$ cat src/rtl/spq_pkg.sv
// ----------------------------------------------------------------------------
// spq_pkg
// Shared types, codes and field layout for the stable priority queue.
// ----------------------------------------------------------------------------
package spq_pkg;

  localparam int DEPTH = 16;
  localparam int OccW  = $clog2(DEPTH + 1);

  localparam int TagW  = 32;
  localparam int LvlW  = 3;
  localparam int MinW  = 10;
  localparam int PendW = 5;
  localparam int TotW  = 32;

  // input tdata layout
  localparam int InTagLo = 0;
  localparam int InLvlLo = InTagLo + TagW;
  localparam int InMinLo = InLvlLo + LvlW;
  localparam int InUsed  = InMinLo + MinW;
  localparam int InDataW = ((InUsed + 7) / 8) * 8;

  // output tdata layout
  localparam int OutTagLo  = 0;
  localparam int OutLvlLo  = OutTagLo + TagW;
  localparam int OutMinLo  = OutLvlLo + LvlW;
  localparam int OutPendLo = OutMinLo + MinW;
  localparam int OutCntLo  = OutPendLo + PendW;
  localparam int OutSumLo  = OutCntLo + TotW;
  localparam int OutUsed   = OutSumLo + TotW;
  localparam int OutDataW  = ((OutUsed + 7) / 8) * 8;

  typedef enum logic {
    KIND_INSERT = 1'b0,
    KIND_SERVE  = 1'b1
  } spq_kind_e;

  typedef enum logic [1:0] {
    ST_OK    = 2'd0,
    ST_EMPTY = 2'd1,
    ST_FULL  = 2'd2
  } spq_status_e;

  typedef enum logic {
    OUT_IDLE = 1'b0,
    OUT_HOLD = 1'b1
  } spq_state_e;

  typedef struct packed {
    logic [TagW-1:0] tag;
    logic [LvlW-1:0] level;
    logic [MinW-1:0] minutes;
  } spq_entry_t;

  // controller -> datapath
  typedef struct packed {
    logic exec;   // run the accepted item and load the result register
  } spq_cmd_t;

  // datapath -> controller
  typedef struct packed {
    logic empty;
    logic full;
  } spq_stat_t;

endpackage

$ cat src/rtl/spq_ctrl.sv
// ----------------------------------------------------------------------------
// spq_ctrl
// Handshake controller: tracks the result register and issues execute.
// ----------------------------------------------------------------------------
module spq_ctrl (
  input  logic              clk_i,
  input  logic              rst_ni,
  input  logic              s_valid_i,
  output logic              s_ready_o,
  output logic              m_valid_o,
  input  logic              m_ready_i,
  input  spq_pkg::spq_stat_t stat_i,
  output spq_pkg::spq_cmd_t  cmd_o
);
  import spq_pkg::*;

  spq_state_e state_q, state_d;
  logic       unused_stat;

  // occupancy flags are resolved inside the datapath per item
  assign unused_stat = stat_i.empty & stat_i.full;

  always_ff @(posedge clk_i or negedge rst_ni) begin
    if (!rst_ni) begin
      state_q <= OUT_IDLE;
    end else begin
      state_q <= state_d;
    end
  end

  always_comb begin
    state_d   = state_q;
    m_valid_o = 1'b0;
    s_ready_o = 1'b0;
    cmd_o     = '0;
    unique case (state_q)
      OUT_IDLE: begin
        s_ready_o = 1'b1;
        if (s_valid_i) begin
          cmd_o.exec = 1'b1;
          state_d    = OUT_HOLD;
        end
      end
      OUT_HOLD: begin
        m_valid_o = 1'b1;
        // result taken this cycle frees the register for a new item
        s_ready_o = m_ready_i;
        if (m_ready_i) begin
          if (s_valid_i) begin
            cmd_o.exec = 1'b1;
          end else begin
            state_d = OUT_IDLE;
          end
        end
      end
      default: state_d = OUT_IDLE;
    endcase
  end

endmodule

$ cat src/rtl/spq_datapath.sv
// ----------------------------------------------------------------------------
// spq_datapath
// Sorted shift-register slots, totals and the registered result.
// ----------------------------------------------------------------------------
module spq_datapath (
  input  logic                          clk_i,
  input  logic                          rst_ni,
  input  spq_pkg::spq_cmd_t             cmd_i,
  output spq_pkg::spq_stat_t            stat_o,
  input  logic                          in_kind_i,
  input  logic [spq_pkg::InDataW-1:0]   in_data_i,
  output logic [1:0]                    out_status_o,
  output logic [spq_pkg::OutDataW-1:0]  out_data_o
);
  import spq_pkg::*;

  spq_entry_t             slot_q [DEPTH];
  spq_entry_t             slot_d [DEPTH];
  spq_entry_t             slot_dn [DEPTH];
  spq_entry_t             slot_fw [DEPTH];
  spq_entry_t             new_entry;
  spq_entry_t             front;
  logic [DEPTH-1:0]       le;
  logic [DEPTH-1:0]       le_prev;
  logic [OccW-1:0]        occ_q, occ_d;
  logic [TotW-1:0]        cnt_q, cnt_d;
  logic [TotW-1:0]        sum_q, sum_d;
  logic [TotW:0]          cnt_inc;
  logic [TotW:0]          sum_inc;
  logic                   is_full, is_empty;
  logic                   do_insert, do_serve;
  spq_status_e            status_d;
  logic [OccW+PendW-1:0]  pend_ext;
  logic [1:0]             status_q;
  logic [OutDataW-1:0]    data_q, data_d;

  assign new_entry.tag     = in_data_i[InTagLo +: TagW];
  assign new_entry.level   = in_data_i[InLvlLo +: LvlW];
  assign new_entry.minutes = in_data_i[InMinLo +: MinW];
  assign front             = slot_q[0];

  assign is_full   = (occ_q == OccW'(DEPTH));
  assign is_empty  = (occ_q == '0);
  assign stat_o.full  = is_full;
  assign stat_o.empty = is_empty;

  assign do_insert = (in_kind_i == KIND_INSERT) && !is_full;
  assign do_serve  = (in_kind_i == KIND_SERVE) && !is_empty;

  // slots that stay ahead of the new entry form a prefix since the list is sorted
  always_comb begin
    for (int i = 0; i < DEPTH; i++) begin
      le[i] = (OccW'(i) < occ_q) && (slot_q[i].level <= new_entry.level);
    end
  end
  assign le_prev = {le[DEPTH-2:0], 1'b0};

  always_comb begin
    slot_dn[0]       = new_entry;
    slot_fw[DEPTH-1] = slot_q[DEPTH-1];
    for (int i = 1; i < DEPTH; i++) begin
      slot_dn[i]   = slot_q[i-1];
      slot_fw[i-1] = slot_q[i];
    end
  end

  always_comb begin
    for (int i = 0; i < DEPTH; i++) begin
      slot_d[i] = slot_q[i];
      if (do_insert && !le[i]) begin
        slot_d[i] = le_prev[i] ? new_entry : slot_dn[i];
      end else if (do_serve) begin
        slot_d[i] = slot_fw[i];
      end
    end
  end

  assign cnt_inc = {1'b0, cnt_q} + {{TotW{1'b0}}, 1'b1};
  assign sum_inc = {1'b0, sum_q} + {{(TotW + 1 - MinW){1'b0}}, front.minutes};

  always_comb begin
    occ_d    = occ_q;
    cnt_d    = cnt_q;
    sum_d    = sum_q;
    status_d = ST_OK;
    if (in_kind_i == KIND_INSERT) begin
      if (is_full) begin
        status_d = ST_FULL;
      end else begin
        occ_d = occ_q + OccW'(1);
      end
    end else begin
      if (is_empty) begin
        status_d = ST_EMPTY;
      end else begin
        occ_d = occ_q - OccW'(1);
        cnt_d = cnt_inc[TotW] ? {TotW{1'b1}} : cnt_inc[TotW-1:0];
        sum_d = sum_inc[TotW] ? {TotW{1'b1}} : sum_inc[TotW-1:0];
      end
    end
  end

  assign pend_ext = {{PendW{1'b0}}, occ_d};

  always_comb begin
    data_d = '0;
    if (do_serve) begin
      data_d[OutTagLo +: TagW] = front.tag;
      data_d[OutLvlLo +: LvlW] = front.level;
      data_d[OutMinLo +: MinW] = front.minutes;
    end
    data_d[OutPendLo +: PendW] = pend_ext[PendW-1:0];
    data_d[OutCntLo +: TotW]   = cnt_d;
    data_d[OutSumLo +: TotW]   = sum_d;
  end

  always_ff @(posedge clk_i or negedge rst_ni) begin
    if (!rst_ni) begin
      occ_q <= '0;
      cnt_q <= '0;
      sum_q <= '0;
    end else if (cmd_i.exec) begin
      occ_q <= occ_d;
      cnt_q <= cnt_d;
      sum_q <= sum_d;
    end
  end

  always_ff @(posedge clk_i) begin
    if (cmd_i.exec) begin
      for (int i = 0; i < DEPTH; i++) begin
        slot_q[i] <= slot_d[i];
      end
      status_q <= status_d;
      data_q   <= data_d;
    end
  end

  assign out_status_o = status_q;
  assign out_data_o   = data_q;

endmodule

$ cat src/rtl/stable_priority_queue.sv
// ----------------------------------------------------------------------------
// stable_priority_queue
// Bounded stable priority queue with insert and serve items.
// ----------------------------------------------------------------------------
// Usage:
//   Slave channel carries one item per handshake: tuser is the kind
//   (insert or serve), tdata holds tag, level and minutes of an insert.
//   Master channel returns exactly one result per item: tuser is the
//   status, tdata the served entry, pending count and running totals.
//   The result is valid in the cycle after the item is taken.
//   Throughput: one item per cycle while m_axis_tready is high; slots are a
//   shift register with a compare per slot, so all slots update at once.
//   The result register is the only buffer: while a result waits,
//   s_axis_tready follows m_axis_tready, so a stalled receiver holds off
//   new items and the pending result stays stable.
//   Reset empties the queue and clears both totals; slot contents are
//   not cleared since only occupied slots are ever read.
//   Queue depth is 16 entries; an insert into a full queue is rejected.
// ----------------------------------------------------------------------------
module stable_priority_queue (
  input  logic                          clk_i,
  input  logic                          rst_ni,
  input  logic                          s_axis_tvalid,
  output logic                          s_axis_tready,
  // [31:0] entry_tag, [34:32] level, [44:35] minutes, [47:45] zero
  input  logic [spq_pkg::InDataW-1:0]   s_axis_tdata,
  // [0] kind
  input  logic                          s_axis_tuser,
  output logic                          m_axis_tvalid,
  input  logic                          m_axis_tready,
  // [31:0] served_tag, [34:32] served_level, [44:35] served_minutes,
  // [49:45] pending, [81:50] served_total, [113:82] minutes_total, [119:114] zero
  output logic [spq_pkg::OutDataW-1:0]  m_axis_tdata,
  // [1:0] status
  output logic [1:0]                    m_axis_tuser
);
  import spq_pkg::*;

  spq_cmd_t  cmd;
  spq_stat_t stat;

  spq_ctrl u_ctrl (
    .clk_i     (clk_i),
    .rst_ni    (rst_ni),
    .s_valid_i (s_axis_tvalid),
    .s_ready_o (s_axis_tready),
    .m_valid_o (m_axis_tvalid),
    .m_ready_i (m_axis_tready),
    .stat_i    (stat),
    .cmd_o     (cmd)
  );

  spq_datapath u_datapath (
    .clk_i        (clk_i),
    .rst_ni       (rst_ni),
    .cmd_i        (cmd),
    .stat_o       (stat),
    .in_kind_i    (s_axis_tuser),
    .in_data_i    (s_axis_tdata),
    .out_status_o (m_axis_tuser),
    .out_data_o   (m_axis_tdata)
  );

endmodule

$ cat config.mk
export PLATFORM = sky130hd
export DESIGN_NAME = stable_priority_queue
export DESIGN_NICKNAME = d
export VERILOG_FILES = /design/src/rtl/spq_pkg.sv /design/src/rtl/spq_ctrl.sv /design/src/rtl/spq_datapath.sv /design/src/rtl/stable_priority_queue.sv
export SDC_FILE = /design/constraint.sdc
export NUM_CORES = 2
export LEC_CHECK = 0
export ABC_AREA = 1
export BUFFER_PORTS_ARGS = -buffer_cell sky130_fd_sc_hd__buf_4
export CAP_MARGIN = 40
export CELL_PAD_IN_SITES_DETAIL_PLACEMENT = 0
export CELL_PAD_IN_SITES_GLOBAL_PLACEMENT = 2
export CORE_MARGIN = 5
export CORE_UTILIZATION = 39
export CTS_BUF_LIST = sky130_fd_sc_hd__clkbuf_4
export DETAILED_ROUTE_END_ITERATION = 10
export GPL_TIMING_DRIVEN = 0
export PLACE_DENSITY = 0.79
export RECOVER_POWER = 50
export REMOVE_ABC_BUFFERS = 1
export SLEW_MARGIN = 20
export SYNTH_ARGS = -nofsm -noshare
export SYNTH_HDL_FRONTEND = slang
export SYNTH_SLANG_ARGS = --single-unit
$ cat constraint.sdc
create_clock -name clk_i -period 8.9 [get_ports clk_i]
set_input_delay 0 -clock clk_i [delete_from_list [all_inputs] [get_ports clk_i]]
set_output_delay 0 -clock clk_i [all_outputs]
set_load 0.005 [all_outputs]
==> results by group <==
Run
  – Max cap viols: 15

Timing
  – Skew final: approximately 0.093 ns
  – Final setup TNS: 0 ns
  – Min Clock Period, post-route: 6.95 ns
  – Worst setup margin: 1.95 ns
  – Final max-slew violation count: 455
  – Max Freq: 144 MHz
  – Crit share post-route: 78.1%
  – Final setup violation count: 0
  – Worst Tran Pin Value: 3.02 ns
  – RSZ-0062 raised after global routing: false
  – Relative slew slack: -101%
  – Final Hold Viols: 0
  – Hold Slack: ~0.13 ns

Placement
  – IO Port Bufs: 167
  – Dpl ws: 3.79 ns
  – Final Wtd Congestion: slightly below 0.8
  – Placed insts: 6533
  – DP Area: 51300 sq um
  – DP HPWL: approximately 110000 microns

Finish
  – FILL cells: 11.5k
  – Final instance area: 55100 sq um
  – Final Non-Filler Cells: 7078
  – Synthesis-to-layout area growth: 18.8%
  – Fin util: a little under half
  – Final layout net count: 5508
  – Share of layout cells above drive strength 1: 13.5%

Drt
  – Metal-1 WL: 76600 microns
  – WL/cell: 25.7 microns
  – Number of DRC markers in iteration 0: 4509
  – Via count: between 40k and 50k
  – Top routing layer used: met4
  – Pre-antenna DRT Iters: 8
  – DRC: 0
  – Met3 wire len: between 15000 and 20000 microns
  – Wirelength, routed: 182000 microns
  – Met2 Routed Length: 82800 microns
  – DRT antenna net count: 0
  – Vias/cell: 5.80

Die
  – Initial core utilization: between 30% and 40%
  – Die H: 355 microns
  – Die footprint: 126000 sq um
  – Die X: 355 microns
  – Core footprint: 118000 sq um
  – Num rows: ~130
  – IO Pins: 177

Logic synthesis
  – Most used DFF post-synth: edfxtp_1
  – Cell accounting for the most synthesized area: edfxtp_1
  – Post-synth ARST share: 7.73%
  – Post-Syn Area: approximately 46000 sq um
  – Simple-Gate Fraction of Synth Area: 17.4%
  – Number of synthesized register bits: 906
  – Sequential area share after synthesis: 57.9%
  – Mux share of post-synthesis cell area: 1.07%
  – Synth Area in XOR/XNOR: less than 1%
  – Unique cell type count in the Yosys netlist: between 40 and 50
  – Syn Area/Cell: 9.14 sq um
  – Post-synth EDFFs: approximately 840
  – Main combinational cell family by area after synthesis: simple AND/OR/NAND/NOR gates
  – Top post-synthesis cells by area: edfxtp_1, nand2_1, a21oi_1, o21ai_0, nor2_1
  – Yosys top cell area share: 54.1%
  – Yosys warning count: 0
  – Synth Area in Compound Gates: about 16%
  – Post-Syn Instances: 5075
  – Top cells by count, synth: nand2_1, edfxtp_1, nor2_1
  – Synth Area in Adders: 1.72%
  – Most frequent cell after synthesis: nand2_1

Clock network
  – CTS tree: yes
  – Setup Fix Bufs, Post-CTS: 0
  – CTS H-tree lvls: 5
  – Clock Latency Late Sink: 1.28 ns
  – Sink Count: a little over 900
  – CTS root buffer: clkbuf_4
  – Cts bufs inserted: 286
  – Clock tree buffer depth: 4
  – Reg clk slew, reported paths: approximately 0.060 ns

Global route
  – GRT Total Usage: between 20% and 30%
  – First-pass GRT wire length: 265000 microns
  – Largest net degree at the start of global routing: 92
  – Overflow after GRT: 0
  – Antenna violations before repair: 4
  – Vias in the first global route: 40.6k

Power
  – Leakage: 21.0 nW
  – Net switching power: 7.84 mW
  – Final Power: 18.3 mW
  – Reg power frac: 36.4%
  – Switching power share of the total: 42.8%
  – VDD IR-drop max: 0.000284 V
  – Clk pwr share: a little over a fifth
  – Pint: 10.5 mW
  – Power share of the combinational group: 41.9%
  – Pwr dens: 333 nW/um^2

Worst setup path
  – CP Class: in -> reg
  – Startpoint type of the worst setup path: input port
  – Required time worst endpoint: 9.80 ns
  – CP endpoint kind: flop
  – Crit Path Max Fanout: 46
  – CP Data Arrival Time: 7.85 ns

Hold path
  – Worst Hold Class: in -> reg

Outcome
  – Failing checks: max-capacitance violations, max-slew violations
  – Outcome: finished with violations
placed cells by master, fill, tap and decap left out, types with 4 or more instances in the layout:
cell type,instances
a31oi_1,10
inv_4,19
conb_1,6
o21ai_1,71
dlygate4sd3_1,102
inv_1,199
dfrtp_1,70
ha_1,62
buf_16,76
buf_12,24
nand2_4,13
a21oi_4,12
nor2_1,717
diode_2,12
buf_4,47
edfxtp_1,836
o21ai_0,595
nand2_1,963
clkbuf_1,41
o31ai_1,88
or2_2,6
a21oi_1,657
a22oi_1,7
clkinv_1,24
nand3_1,233
mux2_1,27
buf_8,5
nand3b_1,11
inv_2,6
clkbuf_4,490
xor2_1,20
nand4_1,20
clkinv_2,6
nor2_4,4
mux2_2,17
nor3_1,15
worst max-delay path, cell delays in order:
cell           delay (ns)
dlygate4sd3_1        0.52
clkbuf_4             0.12
dlygate4sd3_1        1.00
inv_1                0.33
buf_16               0.25
ha_1                 0.31
nand2_1              0.05
o21ai_0              0.14
nand2_1              0.07
nand2_1              0.92
buf_12               0.33
inv_4                0.36
nor2_1               1.52
inv_4                0.47
buf_12               0.39
a21oi_4              0.39
buf_16               0.22
buf_16               0.17
buf_8                0.17
power groups by stage:
stage	sequential (mW)	combinational [mW]	clock [mW]
5_1_grt	6.75	8.16	4.30
4_1_cts	6.65	7.59	4.08
2_1_floorplan	6.58	3.74	0
3_5_place_dp	6.73	7.52	0
3_3_place_gp	6.86	6.65	0
6_report	6.67	7.68	3.97
area by class of cell:
type / instances / area [sq um] / area share [%]
sequential: 906 / 26900 / 48.8
multi-input combinational: 3579 / 17300 / 31.5
timing repair buffer: 393 / 4910 / 8.91
clock buffer: 392 / 2940 / 5.34
tap: 1536 / 1920 / 3.49
inverter: 226 / 908 / 1.65
clock inverter: 34 / 188 / 0.341
antenna: 12 / 30.0 / 0.0545
registers in the layout, indices dropped and copies added, names as in the netlist:
signal                   cells
u_datapath.slot_q          720
u_ctrl.state_q               1
u_datapath.cnt_q            32
u_datapath.out_data_o      114
u_datapath.occ_q             5
u_datapath.out_status_o      2
u_datapath.sum_q            32
metal layers:
layer,global-route usage [%],up-vias
met5,0,-
met4,11.2,0
met3,5.58,475
met2,44.9,2180
met1,37.4,20000
li1,-,18400
path summary, 6_finish.rpt:
path	startpoint	endpoint	slack, ns	depth (start not counted)
worst max-delay path	s_axis_tdata[33]	u_datapath.slot_q[0][203]	1.95	19
worst min-delay path	s_axis_tdata[34]	u_datapath.slot_q[0][57]	0.13	5
worst max register to register	u_datapath.occ_q[0]	u_datapath.slot_q[0][260]	1.97	13
worst min register to register	u_datapath.slot_q[1][353]	u_datapath.slot_q[1][308]	0.51	2
max in group asynchronous	rst_ni	u_datapath.sum_q[31]	4.39	6
min in group asynchronous	rst_ni	u_datapath.cnt_q[26]	0.98	5
what timing repair did:
item                       CTS  global route
hold endpoints to repair  1228             0
hold buffers               104             0
gates resized for setup      0             0
kinds of logic after synthesis:
| logic type | count (synthesis) |
|---|---|
| AO/OA/AOI/OAI | 1448 |
| XOR/XNOR | 23 |
| adder cells (fa/ha/maj) | 63 |
| buffers and inverters | 595 |
| flip-flops | 906 |
| multiplexers | 44 |
| other | 1 |
| AND/OR/NAND/NOR | 1995 |
Power figures use the tool's default switching activity.
